File: src/rtl/oq_pkg.sv
// shared types, codes and command/status structs for the ordered queue
package oq_pkg;

  localparam int DEF_CAPACITY  = 64;
  localparam int DEF_KEY_WIDTH = 32;
  localparam int FIELD_W       = 32;
  localparam int COUNT_W       = 7;

  typedef enum logic [2:0] {
    MODE_INSERT     = 3'd0,
    MODE_POP        = 3'd1,
    MODE_POP_MATCH  = 3'd2,
    MODE_PEEK       = 3'd3,
    MODE_FIND_MATCH = 3'd4
  } mode_t;

  typedef enum logic [1:0] {
    ST_OK      = 2'd0,
    ST_EMPTY   = 2'd1,
    ST_FULL    = 2'd2,
    ST_NOMATCH = 2'd3
  } status_t;

  typedef enum logic [3:0] {
    S_INIT, S_IDLE, S_DISPATCH, S_ALLOC, S_FIRST, S_APPEND, S_ORD_WALK,
    S_ORD_LINK, S_HEAD, S_MATCH, S_MATCH_FREE, S_FINISH
  } state_t;

  typedef enum logic [2:0] {
    CUR_HOLD, CUR_ZERO, CUR_INC, CUR_HEAD, CUR_FREE, CUR_LINK
  } cur_sel_t;

  typedef enum logic [3:0] {
    ACT_NONE, ACT_INIT_WR, ACT_ALLOC, ACT_FIRST, ACT_APPEND, ACT_ORD_STOP,
    ACT_ORD_LINK, ACT_POP, ACT_MATCH_HIT, ACT_MATCH_FREE
  } act_t;

  typedef struct packed {
    act_t     act;
    cur_sel_t cur_sel;
    logic     ld_op;
    logic     walk_start;
    logic     walk_step;
    logic     res_cap;
    logic     res_ld;
    status_t  res_st;
    logic     out_ld;
  } cmd_t;

  typedef struct packed {
    mode_t mode;
    logic  full;
    logic  empty;
    logic  ordering;
    logic  key_gt;
    logic  data_eq;
    logic  last;
    logic  init_last;
    logic  have_prev;
    logic  out_free;
  } stat_t;

endpackage

File: src/rtl/oq_ctrl.sv
// sequencer for the ordered queue
module oq_ctrl import oq_pkg::*; (
  input  logic  clk,
  input  logic  rst,
  input  logic  req_valid,
  output logic  req_ready,
  input  stat_t stat,
  output cmd_t  cmd
);

  state_t state, state_next;

  always_ff @(posedge clk) begin
    if (rst) begin
      state <= S_INIT;
    end else begin
      state <= state_next;
    end
  end

  always_comb begin
    state_next = state;
    cmd = '{act: ACT_NONE, cur_sel: CUR_HOLD, res_st: ST_OK, default: 1'b0};
    req_ready = 1'b0;
    case (state)
      S_INIT: begin
        cmd.act = ACT_INIT_WR;
        if (stat.init_last) begin
          cmd.cur_sel = CUR_ZERO;
          state_next = S_IDLE;
        end else begin
          cmd.cur_sel = CUR_INC;
        end
      end
      S_IDLE: begin
        req_ready = 1'b1;
        if (req_valid) begin
          cmd.ld_op = 1'b1;
          state_next = S_DISPATCH;
        end
      end
      S_DISPATCH: begin
        case (stat.mode)
          MODE_INSERT: begin
            if (stat.full) begin
              cmd.res_ld = 1'b1;
              cmd.res_st = ST_FULL;
              state_next = S_FINISH;
            end else begin
              cmd.cur_sel = CUR_FREE;
              state_next = S_ALLOC;
            end
          end
          MODE_POP, MODE_PEEK: begin
            if (stat.empty) begin
              cmd.res_ld = 1'b1;
              cmd.res_st = ST_EMPTY;
              state_next = S_FINISH;
            end else begin
              cmd.cur_sel = CUR_HEAD;
              state_next = S_HEAD;
            end
          end
          MODE_POP_MATCH, MODE_FIND_MATCH: begin
            if (stat.empty) begin
              cmd.res_ld = 1'b1;
              cmd.res_st = ST_EMPTY;
              state_next = S_FINISH;
            end else begin
              cmd.cur_sel = CUR_HEAD;
              cmd.walk_start = 1'b1;
              state_next = S_MATCH;
            end
          end
          default: state_next = S_FINISH;
        endcase
      end
      S_ALLOC: begin
        cmd.act = ACT_ALLOC;
        if (stat.empty) begin
          state_next = S_FIRST;
        end else if (!stat.ordering) begin
          state_next = S_APPEND;
        end else begin
          cmd.cur_sel = CUR_HEAD;
          cmd.walk_start = 1'b1;
          state_next = S_ORD_WALK;
        end
      end
      S_FIRST: begin
        cmd.act = ACT_FIRST;
        state_next = S_FINISH;
      end
      S_APPEND: begin
        cmd.act = ACT_APPEND;
        state_next = S_FINISH;
      end
      S_ORD_WALK: begin
        if (stat.key_gt) begin
          cmd.act = ACT_ORD_STOP;
          state_next = stat.have_prev ? S_ORD_LINK : S_FINISH;
        end else if (stat.last) begin
          state_next = S_APPEND;
        end else begin
          cmd.walk_step = 1'b1;
          cmd.cur_sel = CUR_LINK;
        end
      end
      S_ORD_LINK: begin
        cmd.act = ACT_ORD_LINK;
        state_next = S_FINISH;
      end
      S_HEAD: begin
        cmd.res_cap = 1'b1;
        if (stat.mode == MODE_POP) begin
          cmd.act = ACT_POP;
        end
        state_next = S_FINISH;
      end
      S_MATCH: begin
        if (stat.data_eq) begin
          cmd.res_cap = 1'b1;
          if (stat.mode == MODE_POP_MATCH) begin
            cmd.act = ACT_MATCH_HIT;
            state_next = S_MATCH_FREE;
          end else begin
            state_next = S_FINISH;
          end
        end else if (stat.last) begin
          cmd.res_ld = 1'b1;
          cmd.res_st = ST_NOMATCH;
          state_next = S_FINISH;
        end else begin
          cmd.walk_step = 1'b1;
          cmd.cur_sel = CUR_LINK;
        end
      end
      S_MATCH_FREE: begin
        cmd.act = ACT_MATCH_FREE;
        state_next = S_FINISH;
      end
      S_FINISH: begin
        if (stat.out_free) begin
          cmd.out_ld = 1'b1;
          state_next = S_IDLE;
        end
      end
      default: state_next = S_INIT;
    endcase
  end

endmodule

File: config.mk
export PLATFORM = sky130hd
export DESIGN_NAME = oq_ctrl
export DESIGN_NICKNAME = d
export VERILOG_FILES = /design/src/rtl/oq_pkg.sv /design/src/rtl/oq_ctrl.sv
export SDC_FILE = /design/constraint.sdc
export NUM_CORES = 1
export LEC_CHECK = 0
export ABC_CLOCK_PERIOD_IN_PS = 3800
export BUFFER_PORTS_ARGS = -buffer_cell sky130_fd_sc_hd__buf_2
export CORE_MARGIN = 2
export CORE_UTILIZATION = 50
export DETAILED_ROUTE_END_ITERATION = 7
export PLACE_DENSITY = 0.81
export SLEW_MARGIN = 20
export SYNTH_ARGS = -nofsm -noshare
export SYNTH_HDL_FRONTEND = slang
export SYNTH_SLANG_ARGS = --single-unit
export TNS_END_PERCENT = 50
File: constraint.sdc
create_clock -name clk -period 3.8 [get_ports clk]
set_clock_uncertainty 0.1 [all_clocks]
set_input_delay 0.76 -clock clk [delete_from_list [all_inputs] [get_ports clk]]
set_output_delay 0.76 -clock clk [all_outputs]
set_load 0.1 [all_outputs]
## After elaboration in Yosys (flattened, before gate mapping)

Index checks and enable logic that the tools add are counted.
Widths: inputs -> output; s select.

| cells by class | value |
|---|---|
| equal/unequal tests | 20 |
| multiplexer cells | 53 |
| reductions and logical operators | 7 |

Operators by type and width:

| operator | number |
|---|---|
| $mux 4 | 12 |
| $pmux 4 s9 | 1 |
| $pmux 4 s8 | 1 |
| $mux 3 | 10 |
| $pmux 3 s2 | 3 |
| $eq 4x3->1 const B | 4 |
| $eq 4x4->1 const B | 4 |
| $pmux 3 s5 | 1 |
| $mux 1 | 14 |
| $mux 2 | 7 |
| $pmux 4 s3 | 1 |
| $eq 4x2->1 const B | 2 |
| $eq 3x2->1 const B | 2 |
| $ne 2x2->1 const B | 3 |
| $ne 3x3->1 const B | 2 |
| $pmux 1 s2 | 3 |
| $reduce_and 5->1 | 1 |
| $reduce_or 5->1 | 1 |
| $eq 4x1->1 const B | 1 |
| $logic_not 4->1 | 1 |
| $reduce_or 2->1 | 2 |
| $reduce_or 4->1 | 1 |
| $eq 3x1->1 const B | 1 |
| $eq 3x3->1 const B | 1 |
| $logic_not 3->1 | 1 |

| word-level totals | value |
|---|---|
| register bits after elaboration | 4 |
| bits of input ports | 15 |
| logic and storage cells | 81 |

## Depth between registers and ports, before layout

Gate-level depths: netlist of run 1.

| depth | value |
|---|---|
| word-level depth | 4 |
| gate-level depth with buffers | 6 |

## Worst setup path before layout of run 1

No wires, ideal clock.

| path | value |
|---|---|
| path type | input port to output port |
| start point | in stat[10] in the netlist's numbering |
| end point | out cmd[13] in the netlist's numbering |
| arrival time | 3842 ps |
| slack | -902 ps |
| stages | 3 |
| path buffers | 1 |
| cell sequence | clkbuf_1 or4b_2 o31ai_1 |

RTL lines:

| what | RTL line | RTL |
|---|---|---|
| start, declared | oq_ctrl.sv:7 | `input stat_t stat,` |
| end, declared | oq_ctrl.sv:8 | `output cmd_t cmd` |

==> flow_metrics.py, run 1 <==
metrics = {
    "drt": {
        "drc": 0,
        "first_iter_violations": 26,
        "dr.pass1.iters": 4,
        "antenna_left": 0,
        "via_per_inst": 6.33,
        "finalWirelength_um": 2070,
        "wl_per_cell_um": 14.1,
        "vias": 931,
    },
    "synth": {
        "synth_area_sq_um": 706,
        "synth_cell_types": 46,
        "yosysTopAreaCell": "dfxtp_1",
        "synth.most_common_cell": "nand2_1",
        "yosys-top-cells-count": "nand2_1 (12), nor3_1 (8), inv_1 (6), nand2b_1 (6), nor2_1 (6)",
        "synth_top_area_frac": 0.113,
        "yosysWarnings": 0,
        "ys_top_cells_by_area": "dfxtp_1 (11%), nand2_1 (6.4%), nor3_1 (5.7%)",
        "async_flop_share": 0,
        "synth_nets": 120,
        "syn_inst": 105,
        "synth-main-ff-cell": "dfxtp_1",
        "yosysSeqAreaShare": 0.113,
        "synth_edf_count": 0,
        "synth_area_per_cell_sq_um": 6.72,
        "yosys_register_bits": 4,
    },
    "cts": {
        "cts_sinks": 4,
        "cts_buffers": 3,
        "clock_path_buffers": 2,
        "clkTransAtPathRegs_ns": 0.04,
        "cts_repair_resize_count": 0,
        "cts_tree": "yes",
        "clk_latency_ns": 0.24,
        "cts_root_buf": "clkbuf_4",
        "hold_buffers": 0,
        "post_cts_buffers": 0,
        "htree_num_levels": 1,
    },
    "critical_path": {
        "crit_family": "simple AND/OR/NAND/NOR gates",
        "cp.buffers_inverters": 2,
        "crit_chain": "buf_4 > or4b_4 > nor4_1 > a22o_2 > or2b_1 > buf_2",
        "timing.rr.start": "state[3]",
        "cp-start-kind": "flop",
        "cp.required_ns": 2.94,
        "worstSetupStartpoint": "state[0]",
        "worstPathArrival_ns": 2.45,
        "max_stage_delay_ns": 0.50,
        "critPathMaxFanout": 10,
        "critPathCaptureType": "output port",
        "worstSetupPathType": "flop to output port",
        "slowest_stage": "or4b_4",
    },
    "final_layout": {
        "drive_above_1_share": 0.333,
        "reg_top3": "state (4)",
        "diodes": 0,
        "area_growth_syn_to_layout_pct": 25.4,
        "instances_no_fill": 147,
        "regMostFlops": "state",
        "fillers": 113,
        "nNetsFinal": 149,
        "largest_register_ffs": 4,
    },
    "floorplanning": {
        "die_y_um": 41.6,
        "rows": 13,
        "core_area_sq_um": 1320,
        "die-area_sq_um": 1730,
        "die_w_um": 41.6,
        "ioPinCount": 31,
        "start_util": 0.536,
    },
    "power_and_ir_drop": {
        "leakagePower_nw": 0.403,
        "p_per_area_nw_per_um2": 895,
        "max-vdd-ir-drop_mv": 0.559,
    },
    "placement": {
        "io_buffer_count": 30,
        "place_hpwl_um": 1510,
        "routabilityCongestion": 0.917,
        "numPlacedInstances": 144,
    },
    "timing": {
        "slew_headroom": 0.641,
        "setup_tns_ns": 0,
        "rsz0062_at_grt": "no",
        "min_period_ns": 3.31,
        "setup_viol": 0,
        "fin_crit_sh": 0.871,
        "clock.fmax_mhz": 302,
        "worstMarginPinSlew_ns": 0.538,
        "slew_viol_final": 0,
        "final_hold_viol_count": 0,
    },
    "grt": {
        "grt_util_all_layers": 0.256,
        "antenna_found_initial": 0,
        "grt-ovfl-total": 0,
        "grt_pass1_vias": 795,
        "grt_pass1_wl_um": 3470,
        "grt_max_degree": 18,
    },
    "min_path": {
        "min-delay-start": "state[1]",
        "hold_class": "flop to flop",
    },
    "flow_run": {
        "cap_violations": 0,
    },
    "status": {
        "status": "completed",
    },
}
## layout make-up
class	count	area (sq um)	area share
well taps	15	18.8	0.0212
flip-flops and latches	4	80.1	0.0905
clock buffers	3	22.5	0.0255
inverters	6	22.5	0.0255
multi-input cells	87	576	0.651
repair buffers	32	165	0.187
## logic make-up after synthesis
group	synth area share
flip-flops	0.113
XOR/XNOR	0.0124
AND/OR/NAND/NOR	0.461
buffers and inverters	0.0851
AO/OA/AOI/OAI	0.298
multiplexers	0.0301
## power breakdown
part | total (mW) | internal [mW] | leakage, nW | switching, mW
Combinational | 0.639 | 0.165 | 0.356 | 0.473
Clock | 0.0552 | 0.0355 | 0.0138 | 0.0198
Sequential | 0.0980 | 0.0567 | 0.0331 | 0.0413
Total | 0.792 | 0.257 | 0.403 | 0.534
## path summary, 6_finish.rpt
check,cells past startpoint,endpoint,slack (ns)
min,2,state[2],0.56
min reg2reg,2,state[2],0.56
max,6,cmd[3],0.49
max reg2reg,4,state[3],1.67
## through the flow
stage	total power [mW]	util	hold slack, ns	cell area (sq um)	setup slack (ns)
2_1_floorplan	0.637	-	0.427	716	-0.364
3_3_place_gp	0.725	0.654	0.547	862	0.564
3_5_place_dp	0.731	0.654	0.555	862	0.545
4_1_cts	0.790	0.671	0.559	885	0.512
5_1_grt	0.841	0.671	0.600	885	0.382
6_report	0.792	0.671	0.561	885	0.489
## tightest hold or removal path, delay by kind of cell, from the launching register on
family / cells / cell delay (ns)
and+or+nand+nor: 2 / 0.25
DFF: 1 / 0.35
## routing by layer
layer | part of all wire | vias to the layer above | GRT usage
met5 | 0 | - | 0
met4 | 0.0096 | 0 | 0.135
met3 | 0.082 | 2 | 0.0522
met2 | 0.49 | 51 | 0.397
met1 | 0.42 | 425 | 0.331
li1 | - | 453 | -
## cells in the final DEF (no fill, tap or decap), types with 2 or more instances in the layout
| cell | count |
|---|---|
| or3_1 | 2 |
| nor4_1 | 3 |
| nor2_1 | 6 |
| buf_2 | 30 |
| o21ai_0 | 3 |
| inv_1 | 6 |
| a31oi_1 | 3 |
| or4_1 | 2 |
| clkbuf_4 | 3 |
| nor2b_1 | 4 |
| nand4_1 | 2 |
| nand2b_1 | 6 |
| nor3_1 | 7 |
| and2_1 | 2 |
| a21oi_1 | 4 |
| buf_4 | 2 |
| dfxtp_1 | 4 |
| nand2_1 | 12 |
| a311oi_1 | 2 |
Note: power is estimated with default switching activity, not from simulation.
==> inputs of run 2 (changes only) <==
PLACE_DENSITY = 0.87   (was 0.81)
==> run 2 against run 1 <==
Sequential share of layout area did not move. Highest routed layer unchanged. Largest cell class unchanged. Critical path type unchanged. Hold slack better by 0.073 ns. Critical path depth is 1 lower. Largest power group unchanged.
==> flow_metrics.py, run 2 (synthesis results as in run 1) <==
metrics = {
    "status": {
        "status": "completed",
    },
    "cts": {
        "clock_path_buffers": 2,
        "hold_buffers": 0,
        "cts_repair_resize_count": 0,
        "clkTransAtPathRegs_ns": 0.04,
        "cts_buffers": 3,
        "htree_num_levels": 1,
        "post_cts_buffers": 0,
        "clk_latency_ns": 0.23,
        "cts_root_buf": "clkbuf_4",
        "cts_sinks": 4,
        "cts_tree": "yes",
    },
    "grt": {
        "grt_pass1_wl_um": 3190,
        "grt_max_degree": 18,
        "grt_util_all_layers": 0.224,
        "grt-ovfl-total": 0,
        "antenna_found_initial": 0,
        "grt_pass1_vias": 757,
    },
    "critical_path": {
        "critPathMaxFanout": 15,
        "crit_family": "simple AND/OR/NAND/NOR gates",
        "slowest_stage": "dfxtp_1",
        "cp-start-kind": "flop",
        "critPathCaptureType": "output port",
        "crit_chain": "nand2b_1 > or4_1 > and2_1 > o21ai_1 > buf_2",
        "cp.buffers_inverters": 1,
        "worstPathArrival_ns": 2.42,
        "worstSetupPathType": "flop to output port",
        "max_stage_delay_ns": 0.63,
        "cp.required_ns": 2.94,
    },
    "final_layout": {
        "diodes": 0,
        "post-route-util": 0.671,
        "reg_top3": "state (4)",
        "largest_register_ffs": 4,
        "regMostFlops": "state",
        "fillers": 122,
        "nNetsFinal": 149,
        "seq_area_sq_um": 80.1,
        "drive_above_1_share": 0.333,
        "multi_input_area_sq_um": 576,
        "area_growth_syn_to_layout_pct": 25.4,
        "instances_no_fill": 147,
        "final_cell_mix": "buf_2 (30), nand2_1 (12), nor3_1 (7)",
        "final_common_cell": "buf_2",
    },
    "floorplanning": {
        "ioPinCount": 31,
        "die-area_sq_um": 1730,
        "core_area_sq_um": 1320,
        "die_y_um": 41.6,
        "die_w_um": 41.6,
        "rows": 13,
        "start_util": 0.536,
    },
    "drt": {
        "wl_met3_um": 160,
        "wl_met1_um": 765,
        "wl_per_cell_um": 13.0,
        "first_iter_violations": 23,
        "via_per_inst": 6.30,
        "antenna_left": 0,
        "vias": 926,
        "dr.pass1.iters": 4,
        "drc": 0,
        "wl_met2_um": 954,
        "topRoutingLayerUsed": "met4",
        "finalWirelength_um": 1910,
    },
    "timing": {
        "final_hold_viol_count": 0,
        "slew_headroom": 0.646,
        "fin_crit_sh": 0.863,
        "worstMarginPinSlew_ns": 0.530,
        "slew_viol_final": 0,
        "rsz0062_at_grt": "no",
        "clock.fmax_mhz": 305,
        "setup_viol": 0,
        "min_period_ns": 3.28,
    },
    "placement": {
        "routabilityCongestion": 0.908,
        "io_buffer_count": 30,
        "place_hpwl_um": 1480,
        "numPlacedInstances": 144,
    },
    "min_path": {
        "hold_class": "primary input to flop",
    },
    "power_and_ir_drop": {
        "max-vdd-ir-drop_mv": 0.574,
        "p_per_area_nw_per_um2": 884,
        "leakagePower_nw": 0.403,
    },
    "flow_run": {
        "cap_violations": 0,
    },
}
[run 2: cell counts in the layout (fill, tap and decap cells not counted)]
Identical to the previous run, type by type.
[run 2: final cells by class]
class	count	area share
repair buffers	32	0.187
multi-input cells	87	0.651
clock buffers	3	0.0255
flip-flops and latches	4	0.0905
inverters	6	0.0255
well taps	15	0.0212
[run 2: worst paths after layout]
check | from | end | slack [ns] | depth (start not counted)
worst max-delay path | state[3] | cmd[10] | 0.52 | 5
worst min register to register | state[0] | state[0] | 0.64 | 2
worst min-delay path | rst | state[0] | 0.63 | 2
worst max register to register | state[3] | state[0] | 1.73 | 4
[run 2: worst reg2reg max path: stages, from the launching register on]
cell and delay, ns:
dfxtp_1 0.63, nand2b_1 0.25, or4_1 0.60, and3_4 0.20, a311oi_2 0.21
[run 2: power breakdown]
part	switching (mW)	total, mW	internal (mW)
clock	0.0161	0.0513	0.0352
combinational	0.460	0.625	0.165
sequential	0.0496	0.106	0.0567
[run 2: metrics by stage]
| stage | TNS, ns | power (mW) | hold slack, ns | area (sq um) | setup slack, ns |
|---|---|---|---|---|---|
| 2_1_floorplan | -0.844 | 0.637 | 0.427 | 716 | -0.364 |
| 3_3_place_gp | 0 | 0.722 | 0.632 | 862 | 0.564 |
| 3_5_place_dp | 0 | 0.731 | 0.637 | 862 | 0.539 |
| 4_1_cts | 0 | 0.785 | 0.632 | 885 | 0.504 |
| 5_1_grt | 0 | 0.829 | 0.649 | 885 | 0.389 |
| 6_report | 0 | 0.782 | 0.634 | 885 | 0.520 |
[run 2: layer usage]
metal | GRT usage | vias to the layer above
met5 | 0 | -
met4 | 0.0903 | 0
met3 | 0 | 4
met2 | 0.391 | 50
met1 | 0.291 | 420
li1 | - | 452
==> inputs of run 3 (changes only) <==
--- a/config.mk
+++ b/config.mk
@@ -6,10 +6,10 @@
 export NUM_CORES = 1
 export LEC_CHECK = 0
-export ABC_CLOCK_PERIOD_IN_PS = 3800
+export ABC_CLOCK_PERIOD_IN_PS = 3430
 export BUFFER_PORTS_ARGS = -buffer_cell sky130_fd_sc_hd__buf_2
 export CORE_MARGIN = 2
-export CORE_UTILIZATION = 50
+export CORE_UTILIZATION = 46
 export DETAILED_ROUTE_END_ITERATION = 7
-export PLACE_DENSITY = 0.87
+export PLACE_DENSITY = 0.81
 export SLEW_MARGIN = 20
 export SYNTH_ARGS = -nofsm -noshare
==> constraint.sdc (replaced) <==
create_clock -name clk -period 3.43 [get_ports clk]
set_clock_uncertainty 0.1 [all_clocks]
set_input_delay 0 -clock clk [delete_from_list [all_inputs] [get_ports clk]]
set_output_delay 0 -clock clk [all_outputs]
set_load 0.1 [all_outputs]
==> run 3 against run 2 <==
Combinational power rose by 6.2%. Sequential share of layout area is 0.091 points higher. Utilization decreased by 7.6 points. First-iteration DRC count up 96%. Critical endpoint unchanged. Register-to-register slack worse by 0.47 ns. Sequential power is 28% higher. Largest cell class unchanged.
==> flow_metrics.py, run 3 (synthesis results as in run 1) <==
metrics = {
    "status": {
        "status": "completed",
    },
    "placement": {
        "io_buffer_count": 30,
        "place_hpwl_um": 1510,
        "routabilityCongestion": 0.849,
    },
    "drt": {
        "dr.pass1.iters": 4,
        "first_iter_violations": 45,
        "via_per_inst": 6.34,
        "wl_per_cell_um": 13.9,
        "drc": 0,
        "antenna_left": 0,
        "finalWirelength_um": 2040,
        "vias": 932,
    },
    "timing": {
        "setup_tns_ns": 0,
        "hold_ws_ns": 0.123,
        "clock.fmax_mhz": 380,
        "fin_crit_sh": 0.767,
        "slew_viol_final": 0,
        "min_period_ns": 2.63,
        "final_hold_viol_count": 0,
        "setup_viol": 0,
        "rsz0062_at_grt": "no",
        "slew_headroom": 0.568,
        "worstMarginPinSlew_ns": 0.647,
    },
    "min_path": {
        "hold_class": "primary input to flop",
        "min_to": "state[2]",
        "holdPathStages": 4,
        "min-delay-start": "stat[5]",
    },
    "cts": {
        "cts_tree": "yes",
        "post_cts_buffers": 0,
        "htree_num_levels": 1,
        "hold_buffers": 1,
        "clock_path_buffers": 2,
        "cts_root_buf": "clkbuf_4",
        "cts_buffers": 3,
        "clk_latency_ns": 0.25,
        "cts_repair_resize_count": 0,
        "clkTransAtPathRegs_ns": 0.04,
        "cts_sinks": 4,
    },
    "floorplanning": {
        "die_w_um": 43.2,
        "ioPinCount": 31,
        "die_y_um": 43.2,
        "start_util": 0.480,
        "rows": 14,
        "die-area_sq_um": 1860,
        "core_area_sq_um": 1470,
    },
    "critical_path": {
        "critPathCaptureType": "output port",
        "worstSetupPathType": "flop to output port",
        "r2r_slack_ns": 1.26,
        "reg2reg_to": "state[0]",
        "cp.required_ns": 3.33,
        "critPathMaxFanout": 21,
        "cp-start-kind": "flop",
        "worst_r2r_path_depth": 4,
        "timing.rr.start": "state[1]",
        "worstPathArrival_ns": 2.53,
        "worstSetupStartpoint": "state[1]",
    },
    "final_layout": {
        "drive_above_1_share": 0.313,
        "nNetsFinal": 148,
        "largest_register_ffs": 4,
        "diodes": 0,
        "final_cell_mix": "buf_2 (30), nand2_1 (12), nor3_1 (7)",
        "area_growth_syn_to_layout_pct": 24.1,
        "final_common_cell": "buf_2",
        "regMostFlops": "state",
        "reg_top3": "state (4)",
    },
    "grt": {
        "antenna_found_initial": 0,
        "grt_pass1_wl_um": 3170,
        "grt_max_degree": 22,
        "grt_util_all_layers": 0.218,
        "grt_pass1_vias": 757,
        "grt-ovfl-total": 0,
    },
    "flow_run": {
        "cap_violations": 0,
    },
    "power_and_ir_drop": {
        "p_per_area_nw_per_um2": 986,
        "leakagePower_nw": 0.395,
        "max-vdd-ir-drop_mv": 0.413,
    },
}
[run 3: cell types whose count changed in the layout (fill, tap and decap cells not counted)]
cell,delta
o21ai_1,-1
o31ai_2,-1
o31ai_1,+1
dlygate4sd3_1,+1
buf_4,-2
o21ai_0,+1
[run 3: layer usage]
layer  part of all wire  track usage  wire (um)  up-vias
li1                   -            -          -      454
met1               0.42        0.294        859      408
met2               0.47        0.337        950       60
met3              0.082      0.00426        168       10
met4              0.031        0.139         63        0
met5                  0            0          0        -
[run 3: stage by stage]
| step | worst slack [ns] | instances | area (sq um) | util | total power [mW] |
|---|---|---|---|---|---|
| global placement | 1.14 | 143 | 843 | 0.573 | 0.787 |
| finish | 0.800 | 147 | 876 | 0.595 | 0.863 |
| global route | 0.641 | 147 | 876 | 0.595 | 0.904 |
| detailed placement | 1.07 | 143 | 843 | 0.573 | 0.794 |
| CTS | 0.808 | 147 | 876 | 0.595 | 0.857 |
| floorplan | -0.00629 | 105 | 711 | - | 0.704 |
[run 3: how the worst max path moves through the flow]
stage                         end  slack [ns]  cells after the start
after floorplan           cmd[10]      -0.006                      5
after global placement    cmd[10]        1.14                      5
after detailed placement   cmd[3]        1.07                      5
after CTS                  cmd[3]        0.81                      5
after global routing       cmd[3]        0.64                      5
final                     cmd[10]        0.80                      5
[run 3: final cells by class]
| class | instances | area (sq um) |
|---|---|---|
| multi-input combinational | 87 | 571 |
| tap | 16 | 20.0 |
| fill | 148 | 596 |
| inverter | 6 | 22.5 |
| sequential | 4 | 80.1 |
| timing repair buffer | 31 | 160 |
| clock buffer | 3 | 22.5 |
[run 3: worst max-delay path, cell delays in order, from the launching register on]
cell and delay (ns):
dfxtp_1 0.73, nand2b_1 0.26, or4_4 0.56, and2_1 0.22
o21ai_0 0.08, buf_2 0.44
[run 3: report_power, final]
group | leakage (nW) | switching, mW | internal, mW
Sequential | 0.0331 | 0.0736 | 0.0627
Combinational | 0.348 | 0.492 | 0.172
Clock | 0.0138 | 0.0233 | 0.0394
